### src/hw/rtl/complex_mul_div_unit_core_macros.svh
// Assertion macros for the complex multiply/divide unit.
// Expects clk and rst_n in the scope of each use.
`ifndef COMPLEX_MUL_DIV_UNIT_CORE_MACROS_SVH
`define COMPLEX_MUL_DIV_UNIT_CORE_MACROS_SVH

// Property checked on every rising clk edge outside reset.
`define CMDU_ASSERT(label, prop, msg) \
    label: assert property (@(posedge clk) disable iff (!rst_n) prop) else $error(msg);

// Implication checked on every rising clk edge outside reset.
`define CMDU_ASSERT_IMP(label, cond, prop, msg) \
    `CMDU_ASSERT(label, (cond) |-> (prop), msg)

`endif

### src/hw/rtl/cmdu_pkg.sv
// Shared types, constants and helpers of the complex multiply/divide unit.
// No dependencies.
package cmdu_pkg;

    localparam int FRAC_BITS = 16;
    localparam int INT_BITS  = 32 - FRAC_BITS;
    // quotient bits: integer part, fraction, one rounding bit
    localparam int QBITS     = INT_BITS + FRAC_BITS + 1;
    localparam int DIV_STEPS = QBITS;
    // product, sum, setup, divide steps, output
    localparam int LATENCY   = DIV_STEPS + 4;

    typedef enum logic
    {
        CMD_MUL = 1'b0,
        CMD_DIV = 1'b1
    } cmd_t;

    typedef struct packed
    {
        cmd_t               cmd;
        logic signed [31:0] a_re;
        logic signed [31:0] a_im;
        logic signed [31:0] b_re;
        logic signed [31:0] b_im;
    } req_t;

    typedef struct packed
    {
        logic signed [31:0] res_re;
        logic signed [31:0] res_im;
        logic               overflow;
        logic               div_zero;
    } rsp_t;

    typedef struct packed
    {
        logic [63:0]      rem;
        logic [QBITS-1:0] num;
        logic [QBITS-1:0] quo;
        logic             big;
        logic             neg;
    } lane_t;

    typedef struct packed
    {
        cmd_t        cmd;
        logic        dz;
        logic [31:0] mul_re;
        logic [31:0] mul_im;
        logic        mul_ovf;
        logic [63:0] den;
        lane_t       re;
        lane_t       im;
    } div_t;

    // {overflow, value}: saturate a sign and magnitude to 32-bit two's complement
    function automatic logic [32:0] sat32(input logic neg, input logic [63:0] mag);
        logic [63:0] neg_mag;
        neg_mag = 64'd0 - mag;
        if (!neg)
        begin
            if (mag > 64'h7FFF_FFFF)
                sat32 = {1'b1, 32'h7FFF_FFFF};
            else
                sat32 = {1'b0, mag[31:0]};
        end
        else
        begin
            if (mag > 64'h8000_0000)
                sat32 = {1'b1, 32'h8000_0000};
            else
                sat32 = {1'b0, neg_mag[31:0]};
        end
    endfunction

endpackage

### src/hw/rtl/cmdu_back.sv
// Output stage: quotient rounding, saturation and result selection.
// Depends on cmdu_pkg.
module cmdu_back
(
    input  logic           clk,
    input  logic           rst_n,
    input  logic           in_valid,
    input  cmdu_pkg::div_t in_data,
    output logic           done,
    output cmdu_pkg::rsp_t rsp
);

    logic           done_reg;
    cmdu_pkg::rsp_t rsp_reg, rsp_next;
    logic [cmdu_pkg::QBITS:0] rq_re, rq_im;
    logic [63:0] mag_re, mag_im;
    logic [32:0] sat_re, sat_im;

    always_comb
    begin
        rq_re  = ({1'b0, in_data.re.quo} + 1'b1) >> 1;
        rq_im  = ({1'b0, in_data.im.quo} + 1'b1) >> 1;
        mag_re = in_data.re.big ? 64'h1_0000_0000 : 64'(rq_re);
        mag_im = in_data.im.big ? 64'h1_0000_0000 : 64'(rq_im);
        sat_re = cmdu_pkg::sat32(in_data.re.neg, mag_re);
        sat_im = cmdu_pkg::sat32(in_data.im.neg, mag_im);

        if (in_data.cmd == cmdu_pkg::CMD_MUL)
        begin
            rsp_next.res_re   = in_data.mul_re;
            rsp_next.res_im   = in_data.mul_im;
            rsp_next.overflow = in_data.mul_ovf;
            rsp_next.div_zero = 1'b0;
        end
        else if (in_data.dz)
        begin
            rsp_next.res_re   = '0;
            rsp_next.res_im   = '0;
            rsp_next.overflow = 1'b0;
            rsp_next.div_zero = 1'b1;
        end
        else
        begin
            rsp_next.res_re   = sat_re[31:0];
            rsp_next.res_im   = sat_im[31:0];
            rsp_next.overflow = sat_re[32] | sat_im[32];
            rsp_next.div_zero = 1'b0;
        end
    end

    always_ff @(posedge clk or negedge rst_n)
    begin
        if (!rst_n)
            done_reg <= 1'b0;
        else
            done_reg <= in_valid;
    end

    always_ff @(posedge clk)
    begin
        rsp_reg <= rsp_next;
    end

    assign done = done_reg;
    assign rsp  = rsp_reg;

endmodule

### config.mk
export PLATFORM = sky130hd
export DESIGN_NAME = cmdu_back
export DESIGN_NICKNAME = d
export VERILOG_FILES = /design/src/hw/rtl/complex_mul_div_unit_core_macros.svh /design/src/hw/rtl/cmdu_pkg.sv /design/src/hw/rtl/cmdu_back.sv
export SDC_FILE = /design/constraint.sdc
export NUM_CORES = 1
export LEC_CHECK = 0
export ABC_AREA = 1
export BUFFER_PORTS_ARGS = -buffer_cell sky130_fd_sc_hd__buf_4
export CAP_MARGIN = 30
export CORE_MARGIN = 8
export CORE_UTILIZATION = 23
export CTS_CLUSTER_SIZE = 20
export DETAILED_ROUTE_END_ITERATION = 12
export GPL_ROUTABILITY_DRIVEN = 0
export HOLD_SLACK_MARGIN = 0.15
export SYNTH_ARGS = -nofsm -noshare
export SYNTH_HDL_FRONTEND = slang
export SYNTH_SLANG_ARGS = --single-unit
### constraint.sdc
create_clock -name clk -period 0.8 [get_ports clk]
set_clock_uncertainty 0.05 [all_clocks]
set_input_delay 0.16 -clock clk [delete_from_list [all_inputs] [get_ports clk]]
set_output_delay 0.16 -clock clk [all_outputs]
set_load 0.02 [all_outputs]
* After elaboration in Yosys (flattened, before gate mapping) *
Cells that the tools add are included.
W data, S select, Z words.

storage, ports and cells
  register bits = 67
  output and inout bits = 67
  logic and storage cells = 24

operators by class
  add/sub/neg operators = 4
  $lt $le $gt $ge = 4
  muxes and demuxes = 10
  bitwise gates (word level) = 1

operator list
  cell                     count
  $mux W33                 8
  $mux W66                 2
  $add A33 B1 Y34 const B  2
  $gt A33 B31 Y1 const B   2
  $gt A33 B32 Y1 const B   2
  $sub A1 B32 Y32 const A  2
  $or A1 B1 Y1             1

* Longest topological paths before layout *
  depth in word-level cells = 8
  mapped depth = 20

* Worst setup path before layout *
No wires, ideal clock.

  path type = input -> register
  start point = input port in_data[134] (netlist bit)
  end point = register rsp_reg, in the netlist rsp[64]
  arrival time = 2,279 ps
  data required time = 691 ps
  slack = -1,587 ps
  cell stages on the path = 17
  path through = ha_1 or2_2 nand3_1 ha_1 nand3_2 nor2_2 nand2_1 nor2_2 nand2_1 nor2_4 nand2_1 nand3_2 nand2_2 clkinv_4 buf_6 nand3_1 nand2_1

RTL lines
  element               RTL line         source
  from (decl)           cmdu_back.sv:8   input cmdu_pkg::div_t in_data,
  to (signal assigned)  cmdu_back.sv:61  rsp_reg <= rsp_next;
  to (decl)             cmdu_back.sv:14  cmdu_pkg::rsp_t rsp_reg, rsp_next;

==> results.md <==
* Synthesis-stage register bit count at 67
* Drt pass-1 iters at 5
* Nature of the critical path startpoint: primary input
* Violated checks: negative setup slack
* Vias post-DR at between 10000 and 15000
* Worst path slowest cell: nor2_4
* Final setup violating endpoints at 132
* Crit-path max FO at 11
* Yosys warnings at 0
* Fmax achieved at 473 MHz
* CTS tree: yes
* Worst slew pin tran at 0.352 ns
* Setup ws final at -1.32 ns
* RSZ-0062 raised after global routing: yes
* IR drop worst, VDD at 1.28 mV
* Synth Cell Area at 0.00722 mm^2
* CTS clk-pin slew, worst paths at 0.06 ns
* Fin nets at 2304
* Number of max-cap violations at 0
* Area grow syn2layout at 103%
* Hold Slack at 0.0717 ns
* HP Class: in -> reg
* Cell row count at 65
* Overall routing resource usage at 0.179
* Synth top area share at 0.243
* Initial antenna violation count at 4
* Tcrit/Tclk final at 2.64
* Clock root buffer: clkbuf_16
* CP Class: in -> reg
* Final Max Tran Viols at 0
* Vias in the first global route at 10700
* Max incr delay on CP at 0.18 ns
* Die area at 0.0373 mm^2
* Share of layout cells above drive strength 1 at 0.500
* Clock sinks at 67
* Synth area leader: nand2_1
* Synth top area cells: nand2_1 (24%), dfxtp_1 (18%), nand3_1 (17%), nor2_1 (8.5%), inv_1 (6.7%)
* Depth of the CTS H-tree at 3
* Initial Util at 0.231
* Power per Cell Area at 1000 mW/mm^2
* 1st-iter DRT viols at roughly 640
* CP Capture Type: flop
* Post-Place Setup Slack at -1.74 ns
* Worst slew margin at 0.763
* Setup TNS at -95.10 ns
* HPWL after DPL at 26500 um
* Crit path from: in_data[2]
* Static leakage at 7.07 nW
* Status: complete, but fails checks
* Routed len/inst at 15.4 um
* Num CTS Buffers at 9
* Wirelength, routed at 35600 um
* Average vias per placed instance at 4.66
* Largest net degree at the start of global routing at 25
* Crit path cell chain: buf_8 > ha_4 > nand2_4 > nor2_8 > buf_6 > nand2_4 > nor2_4 > nand2_2 > nand2_2 > nand3_4 > nor2_4 > nand4_1 > nor2_2 > nand3_2 > nand2_4 > buf_12 > nand3_1 > nand3_4 > nand2_2
* Max Root-Sink Buffers at 2
* Cell area after layout at 0.0147 mm^2
* Die H at about 190 um
* DRC viols at 0
* Final Hold Vio Count at 0
* GR Overflow Total at 0
* Top Ports at 465
* Die Span X at 193 um
* Tmin final at around 2.1 ns
* Required time of the worst setup path at 0.99 ns
* Area after DPL at 0.0116 mm^2
* Hold_buf cts at 67
* Data arrival, critical path at 2.31 ns
* Synthesized area per cell at 5.48 um^2
* Max reg flops at 66
* Sequential fraction of the synthesis area at 0.186
* Worst hold path startpoint: in_data[393]
* First-pass GRT wire length at 55600 um
* Synthesized Nets at 1723
* Port Buffers at 206
* Synth Instances at 1319
* Cell variety after synth at 34
* Final ANT Viol Nets at 0
* Core area at roughly 0.031 mm^2
-- what timing repair did --
item / in CTS / in global routing
gates resized for setup: 289 / 159
cloned: 5 / 3
hold endpoints to repair: 68 / 4
setup buffers: 28 / 24
setup endpoints to repair: 132 / 133
pin swaps: 91 / 99
-- worst max-delay path: cells and delay by family --
family	cells	cell delay [ns]
AND/OR/NAND/NOR	15	1.62
buffers and inverters	3	0.35
adder cells (fa/ha/maj)	1	0.15
-- cell families after synthesis --
logic type	synth area share
AND/OR/NAND/NOR	0.632
buffers and inverters	0.0946
flip-flops	0.186
AO/OA/AOI/OAI	0.0450
XOR/XNOR	0.0315
adder cells (fa/ha/maj)	0.0104
-- synthesized netlist by cell type (all sizes together) --
library cell	number
clkinv	2
o21ai	31
nand2	487
ha	6
xor2	15
inv	132
or2	5
o211ai	1
dfxtp	66
clkbuf	19
xnor2	11
o21bai	9
nor2	190
a21oi	18
buf	16
dfrtp	1
nand4	21
nor3	10
nand3b	7
nand3	271
nand2b	1
-- placed cells by master (no fill, tap or decap), drive strengths merged, types with 6 or more instances in the layout --
cell type	count
nand4	21
ha	6
o21bai	9
clkbuf	11
buf	535
a21oi	18
nand2	487
nand3	271
dlygate4sd3	66
o21ai	31
xnor2	11
inv	136
dfxtp	66
nand3b	7
nor3	10
nor2	191
xor2	15
-- worst paths after layout --
check / end / slack, ns / depth (start not counted)
max in group asynchronous: done$_DFF_PN0_ / 0.52 / 2
setup / recovery: rsp[19]$_DFF_P_ / -1.32 / 19
min in group asynchronous: done$_DFF_PN0_ / 0.10 / 2
hold / removal: rsp[0]$_SDFF_PN0_ / 0.07 / 4
-- where the power goes --
part / leakage [nW] / switching (W) / internal [W]
Clock: 0.149 / 0.00183 / 0.00247
Combinational: 6.35 / 0.00332 / 0.00321
Sequential: 0.577 / 0.000159 / 0.00368
Total: 7.07 / 0.00531 / 0.00936
-- cell type report --
type | instances | area, um^2
clock inverters | 7 | 80.1
clock buffers | 9 | 225
inverters | 134 | 520
fillers | 3067 | 16600
diodes | 1 | 2.50
repair inverters | 1 | 16.3
well taps | 402 | 503
repair buffers | 603 | 5290
multi-input cells | 1084 | 6580
flip-flops and latches | 67 | 1430
-- layer usage --
| metal | vias up | routed length (um) | track usage |
|---|---|---|---|
| li1 | 5384 | - | - |
| met1 | 4970 | 15700 | 0.225 |
| met2 | 334 | 16500 | 0.298 |
| met3 | 66 | 2360 | 0.0467 |
| met4 | 6 | 940 | 0.0547 |
| met5 | - | 33 | 0 |
-- metrics by stage --
step / utilization / instances / total power [W]
after detailed placement: 0.370 / 2170 / 0.00893
after floorplan: - / 1319 / 0.00617
final: 0.469 / 2308 / 0.0147
after CTS: 0.442 / 2282 / 0.0143
after global routing: 0.469 / 2308 / 0.0154
after global placement: 0.370 / 2170 / 0.00889
Power figures use the tool's default switching activity.
