`src/hw/rtl/complex_mul_div_unit_core_macros.svh`:
```
// Assertion macros for the complex multiply/divide unit.
// Expects clk and rst_n in the scope of each use.
`ifndef COMPLEX_MUL_DIV_UNIT_CORE_MACROS_SVH
`define COMPLEX_MUL_DIV_UNIT_CORE_MACROS_SVH

// Property checked on every rising clk edge outside reset.
`define CMDU_ASSERT(label, prop, msg) \
    label: assert property (@(posedge clk) disable iff (!rst_n) prop) else $error(msg);

// Implication checked on every rising clk edge outside reset.
`define CMDU_ASSERT_IMP(label, cond, prop, msg) \
    `CMDU_ASSERT(label, (cond) |-> (prop), msg)

`endif

```
`src/hw/rtl/cmdu_pkg.sv`:
```
// Shared types, constants and helpers of the complex multiply/divide unit.
// No dependencies.
package cmdu_pkg;

    localparam int FRAC_BITS = 16;
    localparam int INT_BITS  = 32 - FRAC_BITS;
    // quotient bits: integer part, fraction, one rounding bit
    localparam int QBITS     = INT_BITS + FRAC_BITS + 1;
    localparam int DIV_STEPS = QBITS;
    // product, sum, setup, divide steps, output
    localparam int LATENCY   = DIV_STEPS + 4;

    typedef enum logic
    {
        CMD_MUL = 1'b0,
        CMD_DIV = 1'b1
    } cmd_t;

    typedef struct packed
    {
        cmd_t               cmd;
        logic signed [31:0] a_re;
        logic signed [31:0] a_im;
        logic signed [31:0] b_re;
        logic signed [31:0] b_im;
    } req_t;

    typedef struct packed
    {
        logic signed [31:0] res_re;
        logic signed [31:0] res_im;
        logic               overflow;
        logic               div_zero;
    } rsp_t;

    typedef struct packed
    {
        logic [63:0]      rem;
        logic [QBITS-1:0] num;
        logic [QBITS-1:0] quo;
        logic             big;
        logic             neg;
    } lane_t;

    typedef struct packed
    {
        cmd_t        cmd;
        logic        dz;
        logic [31:0] mul_re;
        logic [31:0] mul_im;
        logic        mul_ovf;
        logic [63:0] den;
        lane_t       re;
        lane_t       im;
    } div_t;

    // {overflow, value}: saturate a sign and magnitude to 32-bit two's complement
    function automatic logic [32:0] sat32(input logic neg, input logic [63:0] mag);
        logic [63:0] neg_mag;
        neg_mag = 64'd0 - mag;
        if (!neg)
        begin
            if (mag > 64'h7FFF_FFFF)
                sat32 = {1'b1, 32'h7FFF_FFFF};
            else
                sat32 = {1'b0, mag[31:0]};
        end
        else
        begin
            if (mag > 64'h8000_0000)
                sat32 = {1'b1, 32'h8000_0000};
            else
                sat32 = {1'b0, neg_mag[31:0]};
        end
    endfunction

endpackage

```
`src/hw/rtl/cmdu_div_stage.sv`:
```
// One restoring-division step for both lanes: one quotient bit each.
// Depends on cmdu_pkg.
module cmdu_div_stage
(
    input  logic           clk,
    input  logic           rst_n,
    input  logic           in_valid,
    input  cmdu_pkg::div_t in_data,
    output logic           out_valid,
    output cmdu_pkg::div_t out_data
);

    logic           valid_reg;
    cmdu_pkg::div_t data_reg, data_next;
    logic [64:0]    trial_re, trial_im;
    logic           ge_re, ge_im;

    always_comb
    begin
        trial_re = {in_data.re.rem, in_data.re.num[cmdu_pkg::QBITS-1]};
        trial_im = {in_data.im.rem, in_data.im.num[cmdu_pkg::QBITS-1]};
        ge_re    = trial_re >= {1'b0, in_data.den};
        ge_im    = trial_im >= {1'b0, in_data.den};

        data_next        = in_data;
        data_next.re.rem = ge_re ? 64'(trial_re - {1'b0, in_data.den}) : trial_re[63:0];
        data_next.im.rem = ge_im ? 64'(trial_im - {1'b0, in_data.den}) : trial_im[63:0];
        data_next.re.num = in_data.re.num << 1;
        data_next.im.num = in_data.im.num << 1;
        data_next.re.quo = {in_data.re.quo[cmdu_pkg::QBITS-2:0], ge_re};
        data_next.im.quo = {in_data.im.quo[cmdu_pkg::QBITS-2:0], ge_im};
    end

    always_ff @(posedge clk or negedge rst_n)
    begin
        if (!rst_n)
            valid_reg <= 1'b0;
        else
            valid_reg <= in_valid;
    end

    always_ff @(posedge clk)
    begin
        data_reg <= data_next;
    end

    assign out_valid = valid_reg;
    assign out_data  = data_reg;

endmodule

```
`config.mk`:
```
export PLATFORM = sky130hd
export DESIGN_NAME = cmdu_div_stage
export DESIGN_NICKNAME = d
export VERILOG_FILES = /design/src/hw/rtl/complex_mul_div_unit_core_macros.svh /design/src/hw/rtl/cmdu_pkg.sv /design/src/hw/rtl/cmdu_div_stage.sv
export SDC_FILE = /design/constraint.sdc
export NUM_CORES = 1
export LEC_CHECK = 0
export BUFFER_PORTS_ARGS = -buffer_cell sky130_fd_sc_hd__buf_2
export CORE_AREA = 2 2 306 308
export DETAILED_ROUTE_END_ITERATION = 16
export DIE_AREA = 0 0 308 310
export PLACE_DENSITY_LB_ADDON = 0.25
export SLEW_MARGIN = 20
export SYNTH_ARGS = -nofsm -noshare
export SYNTH_HDL_FRONTEND = slang
export SYNTH_SLANG_ARGS = --single-unit
```
`constraint.sdc`:
```
create_clock -name clk -period 0.8 [get_ports clk]
set_clock_uncertainty 0.05 [all_clocks]
set_input_delay 0.04 -clock clk [delete_from_list [all_inputs] [get_ports clk]]
set_output_delay 0.04 -clock clk [all_outputs]
set_load 0.02 [all_outputs]
```
# Word level (Yosys, flattened, before mapping)
# Index checks and enable logic that the tools add are counted.
[op_classes] n_addsub=2 magnitude_cmp=2 n_mux=2
[ops] cell="$ge 65x64->1" count=2
[ops] cell="$mux 64" count=2
[ops] cell="$sub 64x64->64" count=2
[word_totals] register_bits=394 elab_cells=23

# Logic depth before layout (Yosys ltp)
# Gate-level depths: netlist of run 1.
[depth] word_depth=2 depth_mapped=15

# Worst setup path before layout of run 1
# OpenSTA, ideal clock, no wires.
[synth_path] path_kind="input-to-reg" startpoint="in in_data[67] in the netlist's numbering" endpoint="reg data_reg, in the netlist out_data[128]" arrival_ps=2682 n_path_buf=0 path_slack_ps=-2053 t_required_ps=629 cell_stages=13 cell_sequence="inv_1 -> ha_1 -> fa_1 -> nand2b_1 -> a21oi_1 -> o2111ai_1 -> a2111oi_2 -> o21ai_1 -> a211oi_1 -> a211oi_1 -> o31ai_1 -> xor2_1 -> mux2_2"
[synth_lines] element="start: declaration" line="cmdu_div_stage.sv:8" rtl="input cmdu_pkg::div_t in_data,"
[synth_lines] element="end signal: assignment" line="cmdu_div_stage.sv:44" rtl="data_reg <= data_next;"
[synth_lines] element="end: declaration" line="cmdu_div_stage.sv:14" rtl="cmdu_pkg::div_t data_reg, data_next;"

==> out/qor.yml, run 1 <==
hold_path_end: "out_data[271]"
path_clk_slew_ps: 60
area_growth_pct: 126
synthesis.area_um2: 17100
hold_depth: 1
antenna_found_initial: 56
p_int_mw: 50.0
setup_viol: 528
htree_levels: 2
seq_power_share_pct: 30.2
ios: 794
die_h_um: 310
drive_above_1_share_pct: 48.9
wl_per_cell_um: 22.1
yosys_warnings: 0
cp.arrival_ps: 2940
clkPwrFrac_pct: 35.2
worst_ir_drop_vdd_uv: 1550
dieArea_um2: 95500
drt_wl_total_mm: 115
mostFrequentLayoutCells: "756 x buf_2, 654 x buf_4, 594 x dlygate4sd3_1, 382 x dfxtp_1, 169 x a21oi_1"
crit_fanout: 6
leakage_nw: 18.2
pre_cts_ws_ps: -2670
gp_congestion: 0.864
vias: 22100
min_from: "in_data[271]"
first_pass_iters: 5
startpoint_type: "primary input"
wl_met2_mm: 56.9
rsz0062_at_grt: "yes"
hpwl_mm: 88.8
power_mw: 74.8
fin_tns_setup_ps: -367730
required_ps: 1320
violations: "hold timing, setup timing"
syn_area_per_cell_um2: 9.16
ys.flop_type: "dfxtp_1"
final.setup.worst_slack_ps: -1620
finalHoldViolCount: 52
fin_nets: 4489
whs_ps: -554
hold_class: "primary input to flip-flop"
ys_types: 79
maxUsedRoutingLayer: "met5"
p_switching_mw: 24.8
end_kind: "flip-flop"
grt_max_degree: 16
status: "finished, violations left"
layout_commonest_cell: "buf_2"
clock_tree.root_cell: "clkbuf_16"
timing.critical_path.from: "in_data[272]"
rows: 112
overflow: 0
die_w_um: 308
p_sw_share_pct: 33.1
postRouteAntennaNets: 0
seq_area_frac_synth_pct: 46.0
cellPowerDensity_nw_per_um2: 1930
start_util_pct: 18.5
criticalPathCategory: "primary input to flip-flop"
ys_ff_latch: 394
fin_crit_sh_pct: 302
grt_pass1_vias: 22600
combPwrFrac_pct: 34.7
dpl_cell_area_um2: 27700
drt-met1-wl_mm: 43.2
drc: 0
fin_util_pct: 42.0
tritoncts: "done"
fin_crit_ps: 2420
clock_path_buffers: 3
async_reset_ff_share_pct: 0.254
dp_cells: 4431
track_usage_pct: 23.0
stdcell_count: 5224
wl_met3_mm: 8.01
io_buffers: 789
vias_per_cell: 4.23
core_um2: 92500
postSynthCellCount: 1873
cts-buffers-inserted: 52
maxCapViolCount: 0
max_freq_mhz: 414
slew_viol_final: 0
grt_pass1_wl_mm: 157
cts_sinks: 394
drt_iter0_drc: 836
fin_area_um2: 38800
synth-edff-count: 0
cell usage after synthesis (all sizes together), types with 7 or more instances:
cell	count	share of area (%)
o21bai	28	1.2
xor2	47	2.4
o31ai	12	0.53
mux2	18	1.2
buf	22	0.69
xnor2	63	3.2
clkbuf	55	1.2
nor2	123	2.7
a21o	46	2.0
nand2	164	3.6
dfxtp	393	46
o21ai	137	4.1
and3	12	0.44
nor2b	14	0.51
nand2b	19	0.69
a211oi	16	0.70
a31oi	14	0.51
nand4	40	1.5
o21a	15	0.66
ha	128	9.3
and2	16	0.58
o2111ai	7	0.36
nor3	16	0.47
a21oi	221	6.6
nand3	32	0.93
nor4	12	0.47
inv	104	2.3
o211ai	14	0.61
area by class of cell:
type	instances	area, um^2
clock inverter	38	527
antenna	23	57.6
fill	9280	53700
tap	1197	1500
multi-input combinational	1299	10500
sequential	394	7910
timing repair buffer	2110	16500
inverter	104	483
clock buffer	59	1370
power by group through the flow:
stage	Clock [mW]	Combinational, mW	Sequential [mW]
floorplan	0	6.94	25.4
global placement	0	20.2	22.9
detailed placement	0	20.1	22.9
CTS	27.1	25.2	22.6
global route	27.7	27.7	22.7
finish	26.3	25.9	22.6
worst max-delay path by stage:
| stage | endpoint |
|---|---|
| after CTS | out_data[223] |
| after global placement | out_data[259] |
| after floorplan | out_data[259] |
| after detailed placement | out_data[259] |
| after global routing | out_data[118] |
| final | out_data[210] |
critical path, stage by stage:
cell and delay (ps):
buf_12 90, inv_8 30, ha_4 260, buf_6 110
nand2_4 40, or3_4 370, a21oi_4 180, o311ai_4 160
a2111oi_4 310, buf_4 200, a21oi_4 80, o21ai_4 210
a21oi_4 90, buf_12 160, buf_16 160, buf_16 170
o31ai_4 240
logic make-up (layout without fill, tap and decap cells):
group                      Yosys count  after routing  synth area share (%)
muxes                               19             19                  1.24
DFF                                394            394                  46.0
AOI/OAI and AO/OA                  562            562                  20.3
other                                1             25                0.0219
and+or+nand+nor                    476            476                  13.1
buffers and inverters              181           2311                  4.18
adders and majority gates          130            130                  9.57
xor gates and xnor gates           110            110                  5.62
registers in the layout, summed over array words and instances, names as in the netlist:
register	cells
out_valid	1
out_data	393
repair_timing:
item                       4_1_cts  5_1_grt
hold buffers                   550       44
setup buffers                   51       14
hold endpoints to repair       393       74
cloned                          23        0
setup endpoints to repair      524      531
pin swaps                       92       44
gates resized for setup        385      138
routing by layer:
metal | GRT usage (%) | up-vias
met3 | 6.98 | 230
met2 | 40.8 | 622
met1 | 24.3 | 10300
li1 | - | 10800
met4 | 12.8 | 58
met5 | 0.859 | -
Note: power is estimated with default switching activity, not from simulation.
==> run 2: changes to the inputs <==
--- a/config.mk
+++ b/config.mk
@@ -6,10 +6,9 @@
 export NUM_CORES = 1
 export LEC_CHECK = 0
-export BUFFER_PORTS_ARGS = -buffer_cell sky130_fd_sc_hd__buf_2
-export CORE_AREA = 2 2 306 308
+export CORE_AREA = 2 2 308 310
 export DETAILED_ROUTE_END_ITERATION = 16
-export DIE_AREA = 0 0 308 310
+export DIE_AREA = 0 0 310 312
+export DONT_BUFFER_PORTS = 1
 export PLACE_DENSITY_LB_ADDON = 0.25
-export SLEW_MARGIN = 20
 export SYNTH_ARGS = -nofsm -noshare
 export SYNTH_HDL_FRONTEND = slang
==> constraint.sdc (replaced) <==
create_clock -name clk -period 0.8 [get_ports clk]
set_clock_uncertainty 0.05 [all_clocks]
set_input_delay 0.12 -clock clk [delete_from_list [all_inputs] [get_ports clk]]
set_output_delay 0.12 -clock clk [all_outputs]
set_load 0.02 [all_outputs]
==> run 2 against run 1 <==
  * The run still ends with hold timing, setup timing left
  * Worst hold slack gained 24 ps
  * Die area grew 1.3%
  * Wire length shrank 4.3%
  * Critical path type unchanged
  * Largest power group is now sequential cells
==> out/qor.yml, run 2 (synthesis results as in run 1) <==
finalHoldViolCount: 67  # +29%
dp_cells: 3724  # -16%
overflow: 0  # unchanged
clock_tree.root_cell: "clkbuf_16"
vias: 19000  # -14%
p_switching_mw: 22.8  # -7.8%
drt_iter0_drc: 1005  # +20%
gp_congestion: 0.882  # +2.1%
vias_per_cell: 4.33  # +2.4%
endpoint: "out_data[260]"
combPwrFrac_pct: 28.8  # -5.9 points
required_ps: 1280  # -40 ps
min_from: "in_data[272]"
tritoncts: "done"
cp.arrival_ps: 3120  # +180 ps
drc: 0  # unchanged
slew-limit-headroom_pct: 63.2
crit_fanout: 5  # -1
hpwl_mm: 85.6  # -3.6%
seq_power_share_pct: 36.9  # +6.7 points
clkPwrFrac_pct: 34.3  # -0.9 points
clock_path_buffers: 3  # unchanged
criticalPathCategory: "primary input to flip-flop"
path_clk_slew_ps: 60  # about the same
grt_pass1_vias: 19800  # -12%
maxCapViolCount: 0  # unchanged
mostFrequentLayoutCells: "559 x dlygate4sd3_1, 556 x buf_4, 385 x dfxtp_1, 189 x a21oi_1, 128 x nand2_1"
drt_wl_total_mm: 110  # -4.3%
p_sw_share_pct: 32.9  # -0.22 points
violations: "hold timing, setup timing"
cts_sinks: 394  # unchanged
fin_nets: 3637  # -19%
setup_viol: 567  # +7.4%
grt_max_degree: 29  # +13
layout_commonest_cell: "dlygate4sd3_1"
largest_reg_flops: 393  # unchanged
die_h_um: 312  # +0.65%
leakage_nw: 14.9  # -18%
multi_input_area_um2: 10100  # -3.4%
area_growth_pct: 99.8
first_pass_iters: 8  # +3
io_buffers: 0  # -100%
area.sequential_um2: 7920  # about the same
fin_tns_setup_ps: -398680  # -30950 ps
status: "finished, violations left"
fillers: 9246  # -0.37%
grt_pass1_wl_mm: 147  # -6.1%
final.setup.worst_slack_ps: -1840  # -222 ps
rsz0062_at_grt: "yes"
worst_slew_pin_slew_ps: 548
die_w_um: 310  # +0.65%
track_usage_pct: 21.3  # -1.8 points
antenna_found_initial: 5  # -91%
htree_levels: 2  # unchanged
start_util_pct: 18.4  # -0.11 points
drive_above_1_share_pct: 34.0  # -15 points
whs_ps: -530  # +24.2 ps
p_int_mw: 46.5  # -6.9%
fin_crit_ps: 2640  # +222 ps
wl_per_cell_um: 25.1  # +14%
startpoint_type: "primary input"
timing.critical_path.from: "in_data[276]"
pre_cts_ws_ps: -2610  # +62.1 ps
core_um2: 93000  # +0.61%
end_kind: "flip-flop"
rows: 112  # unchanged
cts-buffers-inserted: 49  # -5.8%
worst_ir_drop_vdd_uv: 1960  # +27%
fin_crit_sh_pct: 330  # +28 points
hold_class: "primary input to flip-flop"
stdcell_count: 4400  # -16%
cellPowerDensity_nw_per_um2: 2020  # +5.1%
postRouteAntennaNets: 0  # unchanged
slew_viol_final: 0  # unchanged
dieArea_um2: 96700  # +1.3%
max_freq_mhz: 379  # -8.4%
ios: 794  # unchanged
==> run 2: changes by cell type in the layout (fill, tap and decap cells not counted), moves of 14 or more <==
cell / previous run / this run
a21oi_1: 169 / 189
buf_12: 23 / 99
buf_16: 26 / 5
buf_2: 756 / 0
buf_4: 654 / 556
buf_6: 46 / 26
diode_2: 23 / 1
dlygate4sd3_1: 594 / 559
inv_1: 73 / 87
nand2_2: 31 / 15
==> run 2: final cells by class <==
cell class | count | share of cell area [%]
Timing Repair Buffer | 1261 | 36.4
Multi-Input combinational cell | 1299 | 29.6
Clock inverter | 22 | 0.851
Inverter | 104 | 1.32
Antenna cell | 1 | 0.00730
Sequential cell | 394 | 23.1
Tap cell | 1254 | 4.58
Clock buffer | 65 | 4.14
==> run 2: per-layer routing <==
metal / vias up / track usage, % / share of wire [%]
li1: 9090 / - / -
met1: 9127 / 22.9 / 38
met2: 669 / 39.7 / 51
met3: 152 / 4.98 / 6.3
met4: 4 / 8.05 / 4.3
met5: - / 0 / 0.026
==> run 2: power by group through the flow <==
stage | logic (mW) | clock network (mW) | registers, mW
2_1_floorplan | 6.94 | 0 | 25.4
3_3_place_gp | 15.6 | 0 | 26.1
3_5_place_dp | 15.6 | 0 | 26.0
4_1_cts | 18.6 | 24.5 | 25.7
5_1_grt | 21.4 | 25.1 | 25.7
6_report | 20.0 | 23.8 | 25.6
==> run 2: worst min path at each step <==
stage               cells past startpoint  slack (ps)       endpoint
finish                                  0        -530  out_data[272]
global route                            0        -570  out_data[287]
CTS                                     0        -600  out_data[271]
detailed placement                      0        -230      out_valid
global placement                        0        -230      out_valid
floorplan                               0        -230      out_valid
==> run 2: worst max-delay path: stages <==
cell and delay (ps):
inv_8 20, buf_6 100, ha_4 260, nand4_1 160
or3_4 370, a21oi_4 190, o311ai_4 180, a2111oi_4 390
buf_4 210, a21oi_4 70, o21ai_4 200, a21oi_4 130
buf_8 140, buf_12 130, a2111o_1 290, o211ai_1 120
==> run 2: metrics by stage <==
stage | total power [mW] | utilization, % | instance area [um^2]
detailed placement | 41.6 | 26.9 | 25100
floorplan | 32.4 | - | 17700
global route | 72.2 | 36.8 | 34300
CTS | 68.8 | 35.1 | 32600
finish | 69.4 | 36.8 | 34300
global placement | 41.7 | 26.9 | 25100
==> run 2: repair_timing <==
item	4_1_cts	5_1_grt
cloned	5	6
hold buffers	512	47
endpoints found under the setup margin	524	532
pin swaps	33	46
gates resized for setup	113	229
hold endpoints to repair	394	105
buffers inserted	26	15
==> run 3: changes to the inputs <==
- ABC_AREA: default -> 1
- CORE_AREA: 2 2 308 310 -> 2 2 306 308
- DIE_AREA: 0 0 310 312 -> 0 0 308 310
- GPL_TIMING_DRIVEN: default -> 0
==> run 3 against run 2 <==
  * The flow still finishes with violations (hold timing, setup timing)
  * Die area shrank 1.3%
  * Sequential share of layout area grew 0.48 points
  * Worst hold slack lost 34 ps
  * Flip-flop and latch count is the same
  * Combinational power shrank 13%
  * Clock-buffer cell count shrank 6
  * Critical path depth shrank 1
  * Worst setup slack gained 760 ps
  * First-iteration DRC count grew 83%
  * Highest routed layer unchanged
==> out/qor.yml, run 3 <==
status: "finished, violations left"
violations: "hold timing, setup timing"
dpl_cell_area_um2: 23800  # -5.1%
drc: 0  # unchanged
wl_per_cell_um: 27.0  # +7.6%
async_reset_ff_share_pct: 0.254  # unchanged
track_usage_pct: 28.4  # +7.1 points
seq_power_share_pct: 39.5  # +2.6 points
drt_iter0_drc: 1837  # +83%
grt_pass1_wl_mm: 184  # +25%
clock_path_buffers: 3  # unchanged
slew-limit-headroom_pct: 66.4  # +3.2 points
hold_class: "primary input to flip-flop"
slew_viol_final: 0  # unchanged
cts_sinks: 394  # unchanged
grt_max_degree: 16  # -45%
end_kind: "flip-flop"
rsz0062_at_grt: "yes"
rows: 112  # unchanged
synth_common_cells: "1375 x nand2_1, 686 x inv_1, 393 x dfxtp_1"
worst_slew_pin_slew_ps: 503  # -44.5 ps
first_pass_iters: 6  # -2
cellPowerDensity_nw_per_um2: 1940  # -4.1%
power_mw: 65.9  # -5.0%
synth_top_area_share_pct: 35.9  # -9.9 points
ys_types: 37  # -53%
vias_per_cell: 4.48  # +3.6%
pre_cts_ws_ps: -2390  # +219 ps
yosys_warnings: 0  # unchanged
io_buffers: 0  # unchanged
startpoint_type: "primary input"
hpwl_mm: 120  # +40%
fin_crit_sh_pct: 235  # -95 points
required_ps: 1320  # +40 ps
clkPwrFrac_pct: 34.1  # -0.2 points
ys_ff_latch: 394  # unchanged
die_w_um: 308  # -0.65%
yosysTopAreaCell: "dfxtp_1"
p_int_mw: 41.5  # -11%
syn_area_per_cell_um2: 6.33  # -31%
final.setup.worst_slack_ps: -1080  # +758 ps
p_switching_mw: 24.4  # +7.0%
gp_congestion: 0.987  # +12%
layout_commonest_cell: "nand2_1"
tritoncts: "done"
fin_crit_ps: 1880  # -758 ps
htree_levels: 2  # unchanged
start_util_pct: 23.7  # +5.2 points
seq_area_frac_synth_pct: 36.1  # -10 points
drive_above_1_share_pct: 20.0  # -14 points
die_h_um: 310  # -0.64%
grt_pass1_vias: 22400  # +13%
largest_reg_flops: 393  # unchanged
setup_viol: 527  # -7.1%
ys.flop_type: "dfxtp_1"
criticalPathCategory: "primary input to flip-flop"
ios: 794  # unchanged
core_um2: 92500  # -0.60%
synth.most_common_cell: "nand2_1"
mostFrequentLayoutCells: "1222 x nand2_1, 623 x inv_1, 423 x dlygate4sd3_1, 362 x dfxtp_1, 251 x nand3_1"
postRouteAntennaNets: 0  # unchanged
fin_util_pct: 36.7  # -0.12 points
area_growth_pct: 55.1
combPwrFrac_pct: 26.4  # -2.4 points
synth-edff-count: 0  # unchanged
max_freq_mhz: 532  # +40%
cp.arrival_ps: 2400  # -720 ps
fin_area_um2: 33900  # -0.92%
leakage_nw: 16.7  # +12%
synth.area.top_cells: "dfxtp_1 36%, nand2_1 24%, inv_1 12%"
worst_ir_drop_vdd_uv: 1960  # about the same
p_sw_share_pct: 37.0  # +4.1 points
finalHoldViolCount: 131  # +96%
dieArea_um2: 95500  # -1.3%
clock_tree.root_cell: "clkbuf_16"
overflow: 0  # unchanged
maxCapViolCount: 0  # unchanged
synthesis.area_um2: 21900  # +28%
drt_wl_total_mm: 143  # +30%
whs_ps: -564  # -34.1 ps
antenna_found_initial: 31  # +26
fin_nets: 4599  # +26%
cts-buffers-inserted: 47  # -4.1%
postSynthCellCount: 3458  # +85%
crit_fanout: 5  # unchanged
path_clk_slew_ps: 80  # +20 ps
vias: 23800  # +25%
-- run 3: changes by cell type in the layout (fill, tap and decap cells not counted), sizes merged, moves of 61 or more --
cell	before	now
nand2	164	1386
dlygate4sd3	559	423
nor2	123	229
nand3	32	290
inv	104	674
buf	696	164
a21oi	221	91
o21ai	137	16
xnor2	63	2
-- run 3: kinds of logic after synthesis --
kind of cell | after synthesis | synth area share, %
other cells | 1 | 0.0171
xor+xnor | 62 | 2.48
simple gates | 1996 | 37.8
buf+inv | 761 | 13.4
compound gates | 114 | 2.69
fa+ha+maj | 130 | 7.50
flops | 394 | 36.1
-- run 3: timing repair --
item / CTS / global route
pin swaps: 73 / 97
hold buffers: 394 / 29
setup endpoints to repair: 524 / 528
resized for setup: 350 / 290
setup buffers: 94 / 46
endpoints found under the hold margin: 393 / 148
cloned: 3 / 0
-- run 3: final cells by class --
cell class | count | area (um^2)
antenna | 14 | 35.0
inverter | 720 | 2890
multi-input combinational | 2305 | 13800
buffer | 39 | 402
clock inverter | 27 | 308
clock buffer | 59 | 1260
timing repair buffer | 564 | 5760
tap | 1197 | 1500
sequential | 394 | 8010
fill | 9808 | 58500
-- run 3: layer usage --
metal	share of wire (%)	vias up	track usage, %
met5	0.10	-	0
met4	5.4	22	13.1
met3	11	198	10.4
met2	45	1107	46.4
met1	39	10900	33.1
li1	-	11700	-
-- run 3: worst max-delay path: stages --
cell and delay, ps:
clkinvlp_4 220, ha_4 400, nand2_4 70, nor2_4 110
inv_2 60, nor3_4 340, nand3_2 170, nand3_2 110
nor2_4 40, buf_12 150, nand2_8 100, buf_12 160
buf_12 150, nand2_4 50, nand2_4 110
-- run 3: power by group through the flow --
| stage | combinational, mW | clock, mW | sequential [mW] |
|---|---|---|---|
| 2_1_floorplan | 8.06 | 0 | 25.2 |
| 3_3_place_gp | 12.1 | 0 | 26.6 |
| 3_5_place_dp | 12.1 | 0 | 26.5 |
| 4_1_cts | 16.0 | 23.0 | 26.1 |
| 5_1_grt | 18.8 | 23.7 | 26.1 |
| 6_report | 17.4 | 22.5 | 26.0 |
-- run 3: metrics by stage --
step	std cells	hold slack [ps]	TNS (ps)
final	5319	-564	-305380
after global routing	5313	-590	-317750
after CTS	5231	-603	-323390
after detailed placement	4656	-226	-274720
after global placement	4656	-226	-276930
after floorplan	3459	-226	-129210
-- run 3: path summary, 6_finish.rpt --
check	start	to	slack, ps	cells past startpoint
setup / recovery	in_data[268]	out_data[91]	-1080	15
hold / removal	in_data[283]	out_data[283]	-560	0
max in group asynchronous	rst_n	out_valid	400	2
min in group asynchronous	rst_n	out_valid	200	2
